**src/design/clts_pkg.sv**
```systemverilog
`timescale 1ns / 1ps
`default_nettype none
// ----------------------------------------------------------------------------
// clts_pkg
// Shared codes, constants and controller/datapath interface types for the
// credit link transmit scheduler.
// ----------------------------------------------------------------------------
package clts_pkg;

  // input actions
  localparam logic [1:0] ACT_ENQUEUE = 2'd0;
  localparam logic [1:0] ACT_TX_DONE = 2'd1;
  localparam logic [1:0] ACT_RX_PKT  = 2'd2;
  localparam logic [1:0] ACT_IGNORED = 2'd3;

  // result kinds
  localparam logic [1:0] KIND_START    = 2'd0;
  localparam logic [1:0] KIND_ZERO_LEN = 2'd1;
  localparam logic [1:0] KIND_DELIVER  = 2'd2;
  localparam logic [1:0] KIND_REJECT   = 2'd3;

  // register select (paddr[2])
  localparam logic REG_INITIAL_CREDIT = 1'b0;
  localparam logic REG_CHANNEL_COUNT  = 1'b1;

  localparam logic [15:0] ZL_THRESHOLD  = 16'd128;
  localparam logic [15:0] CREDIT_CAP    = 16'd255;
  localparam logic [15:0] HDR_BYTES     = 16'd4;
  localparam logic [15:0] CREDIT_MAX    = 16'hFFFF;
  localparam logic [15:0] CREDIT_RESET  = 16'd4096;
  localparam logic [4:0]  CHCOUNT_RESET = 5'd16;

  // controller to datapath
  typedef struct packed {
    logic latch;   // capture the input item
    logic decode;  // apply the action
    logic find;    // pick lowest ready channel, read its head size
    logic check;   // credit check and start packet
    logic emit;    // move one result into the output register
  } cmd_t;

  // datapath to controller
  typedef struct packed {
    logic sched_go;
    logic out_free;
    logic nres_zero;
    logic emit_last;
  } status_t;

endpackage
`default_nettype wire

```
**src/design/credit_link_tx_scheduler_unit.sv**
```systemverilog
`timescale 1ns / 1ps
`default_nettype none
// ----------------------------------------------------------------------------
// credit_link_tx_scheduler_unit
// Link-end scheduler with per-channel packet queues and byte credits.
// ----------------------------------------------------------------------------
// Usage:
//   Input channel (in_valid/in_stall) carries one event item: enqueue,
//   transmit done or packet received. Output channel (out_valid/out_stall)
//   carries zero to two result items per event; the final one has last set.
//   An APB port writes initial_credit (addr 0, reloads peer credit) and
//   channel_count (addr 4); write only while the block is idle.
// Sequence:
//   A sequencer walks each item: capture, decode, branch, then a schedule
//   pass (channel pick with a registered size-memory read, then the
//   credit check) when the event calls for it, then moves each result in
//   turn into the output register; the next item is accepted once the
//   last result has entered the output register.
// Reset:
//   rst clears queues (counts and heads), credits to 4096 peer / 0 owed,
//   link idle. Queue storage is not cleared; no unwritten entry is read.
// Stall:
//   A stalled result holds the output register and the sequencer waits.
// ----------------------------------------------------------------------------
module credit_link_tx_scheduler_unit #(
  parameter int NUM_CHANNELS = 16,
  parameter int QUEUE_DEPTH  = 8
) (
  input  wire logic        clk,
  input  wire logic        rst,
  input  wire logic        in_valid,
  output logic             in_stall,
  input  wire logic [1:0]  action,
  input  wire logic [3:0]  channel,
  input  wire logic [6:0]  payload_size,
  input  wire logic [7:0]  rx_transfer_count,
  input  wire logic [7:0]  rx_credit_return,
  output logic             out_valid,
  input  wire logic        out_stall,
  output logic [1:0]       kind,
  output logic [3:0]       out_channel,
  output logic [7:0]       packet_size,
  output logic [7:0]       credit_sent,
  output logic             last,
  input  wire logic        psel,
  input  wire logic        penable,
  input  wire logic        pwrite,
  input  wire logic [2:0]  paddr,
  input  wire logic [31:0] pwdata,
  output logic [31:0]      prdata,
  output logic             pready
);
  import clts_pkg::*;

  cmd_t    cmd;
  status_t st;
  logic    cfg_we;

  assign pready = 1'b1;
  assign cfg_we = psel && penable && pwrite && pready;

  clts_ctrl u_ctrl (
    .clk      (clk),
    .rst      (rst),
    .in_valid (in_valid),
    .in_stall (in_stall),
    .st       (st),
    .cmd      (cmd)
  );

  clts_dpath #(
    .NUM_CHANNELS (NUM_CHANNELS),
    .QUEUE_DEPTH  (QUEUE_DEPTH)
  ) u_dpath (
    .clk               (clk),
    .rst               (rst),
    .cmd               (cmd),
    .st                (st),
    .action            (action),
    .channel           (channel),
    .payload_size      (payload_size),
    .rx_transfer_count (rx_transfer_count),
    .rx_credit_return  (rx_credit_return),
    .cfg_we            (cfg_we),
    .cfg_sel           (paddr[2]),
    .cfg_wdata         (pwdata),
    .cfg_rdata         (prdata),
    .out_valid         (out_valid),
    .out_stall         (out_stall),
    .kind              (kind),
    .out_channel       (out_channel),
    .packet_size       (packet_size),
    .credit_sent       (credit_sent),
    .last              (last)
  );

  // a rejection is always the only result of its item
  a_reject_last: assert property (@(posedge clk) disable iff (rst)
    out_valid && kind == KIND_REJECT |-> last)
    else $error("reject without last");

  // zero-length packet has fixed channel and size
  a_zl_shape: assert property (@(posedge clk) disable iff (rst)
    out_valid && kind == KIND_ZERO_LEN |-> out_channel == 4'd0 && packet_size == 8'd4)
    else $error("bad zero-length packet");

  // an accepted item blocks the input until it is done
  a_busy_after_accept: assert property (@(posedge clk) disable iff (rst)
    in_valid && !in_stall |=> in_stall)
    else $error("input not stalled after accept");

endmodule
`default_nettype wire

```
**src/design/clts_ctrl.sv**
```systemverilog
`timescale 1ns / 1ps
`default_nettype none
// ----------------------------------------------------------------------------
// clts_ctrl
// Sequencer: steps one item through decode, scheduling and result emission.
// ----------------------------------------------------------------------------
module clts_ctrl (
  input  wire logic             clk,
  input  wire logic             rst,
  input  wire logic             in_valid,
  output logic                  in_stall,
  input  wire clts_pkg::status_t st,
  output clts_pkg::cmd_t        cmd
);
  import clts_pkg::*;

  typedef enum logic [2:0] {
    S_IDLE, S_DECODE, S_BRANCH, S_FIND, S_CHECK, S_EMIT
  } state_t;

  state_t state, state_next;

  // decode commands from the current state
  always_comb begin
    cmd.latch  = (state == S_IDLE) && in_valid && !in_stall;
    cmd.decode = (state == S_DECODE);
    cmd.find   = (state == S_FIND);
    cmd.check  = (state == S_CHECK);
    cmd.emit   = (state == S_EMIT) && st.out_free && !st.nres_zero;
  end

  // next state
  always_comb begin
    state_next = state;
    unique case (state)
      S_IDLE:   if (in_valid && !in_stall) state_next = S_DECODE;
      S_DECODE: state_next = S_BRANCH;
      S_BRANCH: state_next = st.sched_go ? S_FIND : S_EMIT;
      S_FIND:   state_next = S_CHECK;
      S_CHECK:  state_next = S_EMIT;
      S_EMIT: begin
        if (st.nres_zero) state_next = S_IDLE;
        else if (st.out_free && st.emit_last) state_next = S_IDLE;
      end
      default:  state_next = S_IDLE;
    endcase
  end

  // hold state and the registered stall
  always_ff @(posedge clk) begin
    if (rst) begin
      state    <= S_IDLE;
      in_stall <= 1'b0;
    end else begin
      state    <= state_next;
      in_stall <= (state_next != S_IDLE);
    end
  end

endmodule
`default_nettype wire

```
**src/design/clts_dpath.sv**
```systemverilog
`timescale 1ns / 1ps
`default_nettype none
// ----------------------------------------------------------------------------
// clts_dpath
// Queues, credit counters, register file, result slots and output register.
// ----------------------------------------------------------------------------
module clts_dpath #(
  parameter int NUM_CHANNELS = 16,
  parameter int QUEUE_DEPTH  = 8
) (
  input  wire logic              clk,
  input  wire logic              rst,
  input  wire clts_pkg::cmd_t    cmd,
  output clts_pkg::status_t      st,
  input  wire logic [1:0]        action,
  input  wire logic [3:0]        channel,
  input  wire logic [6:0]        payload_size,
  input  wire logic [7:0]        rx_transfer_count,
  input  wire logic [7:0]        rx_credit_return,
  input  wire logic              cfg_we,
  input  wire logic              cfg_sel,
  input  wire logic [31:0]       cfg_wdata,
  output logic [31:0]            cfg_rdata,
  output logic                   out_valid,
  input  wire logic              out_stall,
  output logic [1:0]             kind,
  output logic [3:0]             out_channel,
  output logic [7:0]             packet_size,
  output logic [7:0]             credit_sent,
  output logic                   last
);
  import clts_pkg::*;

  localparam int CW = (NUM_CHANNELS > 1) ? $clog2(NUM_CHANNELS) : 1;
  localparam int HW = $clog2(QUEUE_DEPTH);
  localparam int NW = $clog2(QUEUE_DEPTH + 1);
  localparam int MD = NUM_CHANNELS * QUEUE_DEPTH;
  localparam int AW = $clog2(MD);

  // latched item
  logic [1:0]  a_action;
  logic [3:0]  a_ch;
  logic [6:0]  a_pay;
  logic [7:0]  a_xc;
  logic [7:0]  a_cr;

  // link state
  logic [NW-1:0] counts [NUM_CHANNELS];
  logic [HW-1:0] heads  [NUM_CHANNELS];
  logic [7:0]    mem    [MD];
  logic [7:0]    rd_data;
  logic [15:0]   peer_credit, owed_credit, init_credit;
  logic [4:0]    active_chans;
  logic          idle_flag;
  logic [CW-1:0] inflight;
  logic [CW-1:0] sel_ch;
  logic          found, sched_go;

  // result slots
  logic [1:0] res_kind [2];
  logic [3:0] res_ch   [2];
  logic [7:0] res_size [2];
  logic [7:0] res_cred [2];
  logic [1:0] nres;
  logic       eidx;

  // ---- combinational helpers ----
  logic [CW-1:0] a_idx, q_idx;
  logic [NW-1:0] q_count;
  logic [HW-1:0] q_head;
  logic          in_range, enq_ok;
  logic [NW:0]   pos_sum;
  logic [HW-1:0] pos;
  logic [AW-1:0] waddr, raddr;
  logic [8:0]    rx_size;
  logic [16:0]   peer_add, owed_add;
  logic [15:0]   owed_sat;
  logic [15:0]   take;
  logic [NUM_CHANNELS-1:0] nz;
  logic [CW-1:0] pe_ch;
  logic          pe_any;
  logic [HW:0]   head_inc;

  assign a_idx   = CW'(a_ch);
  assign q_idx   = (a_action == ACT_TX_DONE) ? inflight : a_idx;
  assign q_count = counts[q_idx];
  assign q_head  = heads[q_idx];

  assign in_range = ({1'b0, a_ch} < active_chans) && (32'(a_ch) < NUM_CHANNELS);
  assign enq_ok   = in_range && (a_pay[1:0] == 2'b00) && (q_count < NW'(QUEUE_DEPTH));

  assign pos_sum = (NW+1)'(q_head) + (NW+1)'(q_count);
  assign pos     = (pos_sum >= (NW+1)'(QUEUE_DEPTH)) ?
                   HW'(pos_sum - (NW+1)'(QUEUE_DEPTH)) : HW'(pos_sum);
  assign waddr   = AW'(a_idx) * AW'(QUEUE_DEPTH) + AW'(pos);
  assign head_inc = (HW+1)'(q_head) + (HW+1)'(1);

  assign rx_size  = ((9'(a_xc) + 9'd1) >> 1) + 9'd2;
  assign peer_add = 17'(peer_credit) + 17'(a_cr);
  assign owed_add = 17'(owed_credit) + 17'(rx_size);
  assign owed_sat = owed_add[16] ? CREDIT_MAX : owed_add[15:0];

  assign take = (owed_credit > CREDIT_CAP) ? CREDIT_CAP : owed_credit;

  // lowest channel with a queued packet
  always_comb begin
    pe_any = 1'b0;
    pe_ch  = '0;
    for (int i = 0; i < NUM_CHANNELS; i++) begin
      nz[i] = (counts[i] != '0);
      if (nz[i] && !pe_any) begin
        pe_any = 1'b1;
        pe_ch  = CW'(i);
      end
    end
  end
  assign raddr = AW'(pe_ch) * AW'(QUEUE_DEPTH) + AW'(heads[pe_ch]);

  // ---- status ----
  always_comb begin
    st.sched_go  = sched_go;
    st.out_free  = !out_valid || !out_stall;
    st.nres_zero = (nres == 2'd0);
    st.emit_last = eidx || (nres == 2'd1);
  end

  assign cfg_rdata = (cfg_sel == REG_CHANNEL_COUNT) ? 32'(active_chans) : 32'(init_credit);

  // capture the item
  always_ff @(posedge clk) begin
    if (cmd.latch) begin
      a_action <= action;
      a_ch     <= channel;
      a_pay    <= payload_size;
      a_xc     <= rx_transfer_count;
      a_cr     <= rx_credit_return;
    end
  end

  // size memory: write on enqueue, registered read on find
  always_ff @(posedge clk) begin
    if (cmd.decode && a_action == ACT_ENQUEUE && enq_ok)
      mem[waddr] <= {1'b0, a_pay} + 8'(HDR_BYTES);
  end
  always_ff @(posedge clk) begin
    if (cmd.find) rd_data <= mem[raddr];
  end

  // link state, config and result slots
  always_ff @(posedge clk) begin
    if (rst) begin
      for (int i = 0; i < NUM_CHANNELS; i++) begin
        counts[i] <= '0;
        heads[i]  <= '0;
      end
      peer_credit  <= CREDIT_RESET;
      owed_credit  <= '0;
      init_credit  <= CREDIT_RESET;
      active_chans <= CHCOUNT_RESET;
      idle_flag    <= 1'b1;
      inflight     <= '0;
      sched_go     <= 1'b0;
      found        <= 1'b0;
      nres         <= '0;
      eidx         <= 1'b0;
    end else begin
      // register writes
      if (cfg_we) begin
        if (cfg_sel == REG_INITIAL_CREDIT) begin
          init_credit <= cfg_wdata[15:0];
          peer_credit <= cfg_wdata[15:0];
        end else begin
          active_chans <= cfg_wdata[4:0];
        end
      end

      // apply the action
      if (cmd.decode) begin
        nres     <= '0;
        eidx     <= 1'b0;
        sched_go <= 1'b0;
        case (a_action)
          ACT_ENQUEUE: begin
            if (enq_ok) begin
              counts[a_idx] <= q_count + NW'(1);
              sched_go      <= idle_flag;
            end else begin
              res_kind[0] <= KIND_REJECT;
              res_ch[0]   <= a_ch;
              res_size[0] <= '0;
              res_cred[0] <= '0;
              nres        <= 2'd1;
            end
          end
          ACT_TX_DONE: begin
            if (!idle_flag) begin
              if (q_count != '0) begin
                heads[q_idx]  <= (head_inc >= (HW+1)'(QUEUE_DEPTH)) ? '0 : HW'(head_inc);
                counts[q_idx] <= q_count - NW'(1);
              end
              sched_go <= 1'b1;
            end
          end
          ACT_RX_PKT: begin
            peer_credit <= peer_add[16] ? CREDIT_MAX : peer_add[15:0];
            owed_credit <= owed_sat;
            if (rx_size > 9'd4) begin
              res_kind[0] <= KIND_DELIVER;
              res_ch[0]   <= a_ch;
              res_size[0] <= 8'(rx_size - 9'd4);
              res_cred[0] <= '0;
              nres        <= 2'd1;
            end
            sched_go <= idle_flag && ((a_cr != 8'd0) || (owed_sat > ZL_THRESHOLD));
          end
          default: ;
        endcase
      end

      // pick channel; none queued: zero-length packet if credit allows
      if (cmd.find) begin
        found  <= pe_any;
        sel_ch <= pe_ch;
        if (!pe_any) begin
          idle_flag <= 1'b1;
          if (owed_credit > ZL_THRESHOLD && peer_credit >= HDR_BYTES) begin
            owed_credit          <= owed_credit - take;
            peer_credit          <= peer_credit - HDR_BYTES;
            res_kind[nres[0]]    <= KIND_ZERO_LEN;
            res_ch[nres[0]]      <= '0;
            res_size[nres[0]]    <= 8'(HDR_BYTES);
            res_cred[nres[0]]    <= 8'(take);
            nres                 <= nres + 2'd1;
          end
        end
      end

      // credit check and start
      if (cmd.check && found) begin
        if (16'(rd_data) > peer_credit) begin
          idle_flag <= 1'b1;
        end else begin
          idle_flag            <= 1'b0;
          inflight             <= sel_ch;
          peer_credit          <= peer_credit - 16'(rd_data);
          owed_credit          <= owed_credit - take;
          res_kind[nres[0]]    <= KIND_START;
          res_ch[nres[0]]      <= 4'(sel_ch);
          res_size[nres[0]]    <= rd_data;
          res_cred[nres[0]]    <= 8'(take);
          nres                 <= nres + 2'd1;
        end
      end

      if (cmd.emit) eidx <= 1'b1;
    end
  end

  // output register
  always_ff @(posedge clk) begin
    if (rst) begin
      out_valid <= 1'b0;
    end else if (cmd.emit) begin
      out_valid <= 1'b1;
    end else if (!out_stall) begin
      out_valid <= 1'b0;
    end
  end
  always_ff @(posedge clk) begin
    if (cmd.emit) begin
      kind        <= res_kind[eidx];
      out_channel <= res_ch[eidx];
      packet_size <= res_size[eidx];
      credit_sent <= res_cred[eidx];
      last        <= st.emit_last;
    end
  end

endmodule
`default_nettype wire
```
**config.mk**
```make
export PLATFORM = sky130hd
export DESIGN_NAME = credit_link_tx_scheduler_unit
export DESIGN_NICKNAME = d
export VERILOG_FILES = /design/src/design/clts_pkg.sv /design/src/design/credit_link_tx_scheduler_unit.sv /design/src/design/clts_ctrl.sv /design/src/design/clts_dpath.sv
export SDC_FILE = /design/constraint.sdc
export NUM_CORES = 2
export LEC_CHECK = 0
export CAP_MARGIN = 20
export CORE_AREA = 2 2 480 482
export DETAILED_ROUTE_END_ITERATION = 10
export DIE_AREA = 0 0 482 484
export DONT_BUFFER_PORTS = 1
export PLACE_DENSITY = 0.48
export REMOVE_ABC_BUFFERS = 1
export SYNTH_ARGS = -nofsm -noshare
export SYNTH_HDL_FRONTEND = slang
export SYNTH_HIERARCHICAL = 1
export SYNTH_SLANG_ARGS = --single-unit
```
**constraint.sdc**
```tcl
create_clock -name clk -period 6.3 [get_ports clk]
set_input_delay 1.575 -clock clk [delete_from_list [all_inputs] [get_ports clk]]
set_output_delay 1.575 -clock clk [all_outputs]
set_load 0.02 [all_outputs]
```
Word-level counts from Yosys, hierarchy flattened

Memory sizes are Yosys's and may differ from the RTL's. A register that Yosys moved wholly into a read port is not among the register bits.
Index checks and enable logic that the tools add are counted.

Bits of input ports: 71
RAM bits: 1180
Register bits after elaboration: 102
Logic and storage cells: 306
Memories: 7

Equality and inequality tests: 10
Mux-type cells: 142
Reduce and logical (&&, ||, !) cells: 89
Bitwise operators: 11
Order comparisons: 10
Add/subtract/negate cells: 17

Memories:

| memory           | words | bits a word | rd ports | clocked after memory_dff | write ports | RTL line         | RTL |
|---|---|---|---|---|---|---|---|
| u_dpath.mem      | 128   | 8           | 1        | 1                        | 1           | clts_dpath.sv:50 | `logic [7:0] mem [MD];` |
| u_dpath.counts   | 16    | 4           | 17       | 0                        | 16          | clts_dpath.sv:48 | `logic [NW-1:0] counts [NUM_CHANNELS];` |
| u_dpath.heads    | 16    | 3           | 2        | 0                        | 16          | clts_dpath.sv:49 | `logic [HW-1:0] heads [NUM_CHANNELS];` |
| u_dpath.res_cred | 2     | 8           | 1        | 1                        | 1           | clts_dpath.sv:63 | `logic [7:0] res_cred [2];` |
| u_dpath.res_size | 2     | 8           | 1        | 1                        | 1           | clts_dpath.sv:62 | `logic [7:0] res_size [2];` |
| u_dpath.res_ch   | 2     | 4           | 1        | 1                        | 1           | clts_dpath.sv:61 | `logic [3:0] res_ch [2];` |
| +1 memories      | -     | -           | -        | -                        | -           | -                |  |

Operators with widths:

| kind                                                                                  | number |
|---|---|
| 16-bit 2-to-1 mux                                                                     | 20 |
| 4-bit 2-to-1 mux                                                                      | 23 |
| 1-bit 2-to-1 mux                                                                      | 74 |
| 4-bit nonzero test                                                                    | 17 |
| 16-bit by 8-bit > comparator with 1-bit output (second input constant)                | 3 |
| 8-bit 2-to-1 mux                                                                      | 6 |
| 1-bit logical AND                                                                     | 30 |
| 3-bit 2-to-1 mux                                                                      | 7 |
| 1-bit zero test                                                                       | 19 |
| 2-bit 2-to-1 mux                                                                      | 9 |
| 3-bit one-hot mux with 6 select lines                                                 | 1 |
| 16-bit by 8-bit adder with 17-bit output                                              | 1 |
| 16-bit by 9-bit adder with 17-bit output                                              | 1 |
| 16-bit by 3-bit greater-or-equal comparator with 1-bit output (second input constant) | 1 |
| 8-bit by 16-bit > comparator with 1-bit output                                        | 1 |
| 8-bit OR reduction                                                                    | 2 |
| 16-bit subtractor                                                                     | 1 |
| 16-bit by 3-bit subtractor with 16-bit output (second input constant)                 | 1 |
| 16-bit by 8-bit subtractor with 16-bit output                                         | 1 |
| 7-bit by 3-bit adder with 7-bit output                                                | 2 |
| 4-bit OR reduction                                                                    | 3 |
| 2-bit AND reduction                                                                   | 5 |
| 8-bit by 1-bit adder with 9-bit output (second input constant)                        | 1 |
| 8-bit by 2-bit adder with 9-bit output (second input constant)                        | 1 |
| other kinds (32)                                                                      | 49 |

Logic depth before layout (Yosys ltp)

An unclocked memory read counts as a cell.

Word-level depth: 55
Gate-level depth with buffers: 22

Hierarchy

Netlist, hierarchy kept.

Modules (own cells, without submodules):

| module                        | seq. area each (um^2) | times used | cells an instance | area each (um^2) |
|---|---|---|---|---|
| clts_dpath                    | 38597.0               | 1          | 4328              | 56540.5 |
| clts_ctrl                     | 80.1                  | 1          | 28                | 284.0 |
| credit_link_tx_scheduler_unit | 0.0                   | 1          | 3                 | 17.5 |

Worst setup path before layout

No wires, ideal clock.

Kind: register to register
Start: register u_dpath.a_action[1]
End: memory u_dpath.mem[121][0], enable pin
Cell stages (with the launch flop): 18
Data required time: 5929 ps
Buffers on the path: 6
Period minus slack after synthesis: 5439 ps
Arrival time: 5068 ps
Setup slack: 861 ps
Path through: edfxtp_1 > nand2b_1 > buf_2 > mux2_2 > buf_2 > buf_2 > buf_1 > mux4_2 > nand2_1 > a31oi_1 > clkbuf_1 > ha_1 > inv_1 > fa_1 > xnor2_1 > nand3_1 > clkbuf_1 > nor2_1

Longest elaborated chain between the ends: 8
Elaborated cells on any way between the ends: 16

Ends and longest elaborated chain:

| element                                                                        | RTL line          | RTL |
|---|---|---|
| start: declaration                                                             | clts_dpath.sv:41  | `logic [1:0] a_action;` |
| start signal: assignment                                                       | clts_dpath.sv:132 | `a_action <= action;` |
| branches (longest 8 deep; another with 7-bit by 3-bit adder with 7-bit output) | -                 |  |
| end: declaration                                                               | clts_dpath.sv:50  |  |

Parallel ways; which one is timed is not known.

==> impl_results.md <==
- Status: complete, no violations
- Final Hold Viols: 0
- Maximum VDD drop: between 0.2 and 0.3 mV
- Global-route wire length before repair: 249700 um
- Die Wd: slightly below 500 um
- Placer Congestion: about 0.86
- ANT nets after route: 0
- # setup viols final: 0
- Dominant synthesized flop cell: edfxtp_1
- WP buf/inv: 3
- Setup WS pre-CTS: -0.1751 ns
- Layout cell share with drive strength beyond 1: between 10% and 20%
- Peak Freq: approximately 160 MHz
- Final WS setup: approximately 0.10 ns
- CTS Hold Bufs: 0
- Leading post-synthesis cells by cell area: edfxtp_1, nand2_1, mux2i_1
- Synthesized flop and latch total: 1311
- DP Wirelength: approximately 110000 um
- Most frequent CP cell: buf_4
- Library cells used by synthesis: roughly 90
- First-pass iteration count of the detailed router: 5
- Worst Skew: ~0.050 ns
- Post-route minimum period: a little over 6 ns
- Number of flops mapped to enable cells by yosys: ~1200
- IO Count: roughly 130
- Area grow syn2layout: 16.92%
- Vias in the first global route: approximately 36000
- Cell taking the most area after synthesis: edfxtp_1
- Area of the die: 233300 sq um
- Slew Viols, Final: 0
- Setup total negative slack: 0 ns
- Hold crit path type: flop to flop
- Total number of vias: between 30000 and 40000
- Clock tree buffer depth: 3
- Synth top area share: 65.61%
- Total wire length: approximately 170000 um
- Startpoint Class: flop
- Clk slew on worst S/H paths: 0.06 ns
- CTS Buf Count: 146
- Initial antenna violation count: 4
- Largest net degree at the start of global routing: approximately 130
- CP cell instances: or4_4, or4_1, nor4_4, buf_4, o21ai_0, a2111oi_0, a311o_1, or2_4, buf_4, nand3_1, buf_4, a211oi_1, a311oi_1, and4_1, a311oi_1, nand4_1
- Port Buffers: 0
- Syn Inst Count: between 4000 and 5000
- Setup Fix Bufs, Post-CTS: 0
- Slew headroom: a little under a third
- Drc violations: 0
- GR Overflow Total: 0
- Nets: roughly 4600
- Slowest cell delay on critical path: roughly 0.75 ns
- Yosys Warn Count: 6
- Critical path's top delay family: simple AND/OR/NAND/NOR gates
- H-tree Lvls: 4
- Post-DR vias/cell: between 4 and 5
- Fill count: about 23000
- Synth Area per Inst: 13.04 sq um
- Leakage power figure: 0.02254 uW
- Worst skew pair latency: between 0.7 and 0.8 ns
- Gr usage total: approximately 14%
- Cells after DPL: about 7400
- Max Cap Viol: 0
- Ys async rst share: 0%
- Data required time at the worst endpoint: a little under 7 ns
- Multi-input gate area: 16810 sq um
- CTS sink count: 1311
- Cell area after synthesis: approximately 57000 sq um
- Initial Utilization: 24.87%
- Pwr/cell area: between 300 and 400 nW/um^2
- Die Y: between 400 and 500 um
- Num rows: approximately 180
- Hold Worst Slack: ~0.45 ns
- CP max-delay cell: or4_1
- Crit path capture type: flop
- Post-route clock period utilization: between 90% and 100%
- Maximum fanout along the worst path: 20
- DR WL/cell: approximately 22 um
- Core footprint: between 200000 and 250000 sq um
- Sequential cell area: between 30000 and 40000 sq um
- CTS tree: built
- Non-Filler Instances: ~7600
- Final core occ: ~29%
- CP arrival: 6.70 ns
- Critical path class: flop to flop
- Measured slew at the worst slew-check pin: about 1.0 ns
- Root buffer cell: clkbuf_16
- Initial drt markers: about 3700
- Part of the Yosys area used for sequential elements: around 70%
- Flop2flop setup slack: around 0.10 ns
worst register-to-register path, cell delays in order (launching register included):
cell and delay [ns]:
edfxtp_1 0.42, or4_4 0.56, or4_1 0.75, nor4_4 0.30, buf_4 0.31, o21ai_0 0.13
a2111oi_0 0.53, a311o_1 0.30, or2_4 0.30, buf_4 0.29, nand3_1 0.11, buf_4 0.26
a211oi_1 0.45, a311oi_1 0.09, and4_1 0.29, a311oi_1 0.65, nand4_1 0.17
where the power goes:
group / internal, uW / total, uW / switching (uW)
clock: 4670 / 8210 / 3540
combinational: 759 / 3050 / 2290
sequential: 10000 / 10100 / 132
worst paths after layout:
kind | depth (start not counted) | endpoint | start
min | 2 | u_dpath/init_credit[13] | u_dpath/init_credit[13]
min reg2reg | 2 | u_dpath/init_credit[13] | u_dpath/init_credit[13]
max | 16 | u_dpath/rd_data[7] | u_dpath/counts[3][0]
max reg2reg | 16 | u_dpath/rd_data[7] | u_dpath/counts[3][0]
layout by cell type, fill, tap and decap left out, types with 23 or more instances in the layout:
master     netlist  routed
a211oi_1       118     118
a21oi_1        186     186
a311oi_1        29      29
a31oi_1         85      83
and3_1         140     139
buf_12           0      23
buf_4           28     255
clkbuf_1       180      43
clkbuf_16        0     148
clkinv_1         0      25
dfxtp_1         69      69
edfxtp_1      1242    1242
ha_1            43      42
inv_1           57      56
mux2_2          38      38
mux2i_1        183     182
mux4_2          28      28
nand2_1        556     555
nand2b_1        44      44
nand3_1        160     158
nand4_1         46      46
nor2_1         351     345
nor2b_1         30      29
nor3_1          35      32
nor4_1          34      32
o211ai_1        24      24
o21ai_0        137     137
o21bai_1        24      24
o22ai_1         59      59
xnor2_1         40      38
state kept, by name (all words and copies together), names as in the netlist, 16 cells and up:
register             count
u_dpath/res_cred        16
u_dpath/counts          64
u_dpath/heads           48
u_dpath/mem           1024
u_dpath/owed_credit     16
u_dpath/peer_credit     16
u_dpath/res_size        16
u_dpath/init_credit     16
through the flow:
step / cell area [sq um] / total power (uW)
global placement: 61850 / 13340
global route: 66460 / 22120
detailed placement: 61850 / 13360
CTS: 66420 / 21600
floorplan: 55530 / 11950
finish: 66460 / 21390
per-layer routing:
metal  vias up  share of wire [%]  global-route usage [%]
li1      16873                  -                       -
met1     18852                 46                   20.30
met2      1115                 46                   22.48
met3       233                5.4                   2.060
met4         0                2.4                   4.004
met5         -                  0                       0
synth_stat cells, drive strengths merged (8+ instances only):
library cell	instances
edfxtp	1242
nand2	556
nor2	353
a21oi	186
mux2i	183
clkbuf	180
nand3	166
and3	140
o21ai	137
buf	123
a211oi	118
a31oi	85
dfxtp	69
inv	60
o22ai	60
nand4	46
nand2b	44
ha	43
xnor2	40
mux2	38
nor3	37
nor4	35
a311oi	30
nor2b	30
mux4	28
o211ai	24
o21bai	24
a2111oi	21
a21o	18
a32oi	18
and2	18
o221ai	14
a21boi	13
or2	13
or4	13
and4	12
xor2	12
o31ai	11
o41ai	10
or3	10
a221oi	9
a22oi	8
timing repair:
| item | 4_1_cts | 5_1_grt |
|---|---|---|
| pin swaps | 0 | 0 |
| gates resized for setup | 1 | 3 |
| endpoints found under the setup margin | 1 | 8 |
cells by family after synthesis:
group / share of synthesized area (%)
and+or+nand+nor: 12.23
DFF: 68.04
AOI/OAI and AO/OA: 9.901
buffers and inverters: 2.807
muxes: 5.085
xor gates and xnor gates: 0.8012
adders and majority gates: 1.123
other: 0.01321
area by class of cell:
cell class | instances | area share (%)
inverter | 60 | 0.3426
sequential | 1311 | 58.19
clock buffer | 193 | 5.857
tap | 3026 | 5.697
antenna | 2 | 0.007530
clock inverter | 67 | 1.020
multi-input combinational | 2701 | 25.29
timing repair buffer | 279 | 3.596
Power figures use the tool's default switching activity.
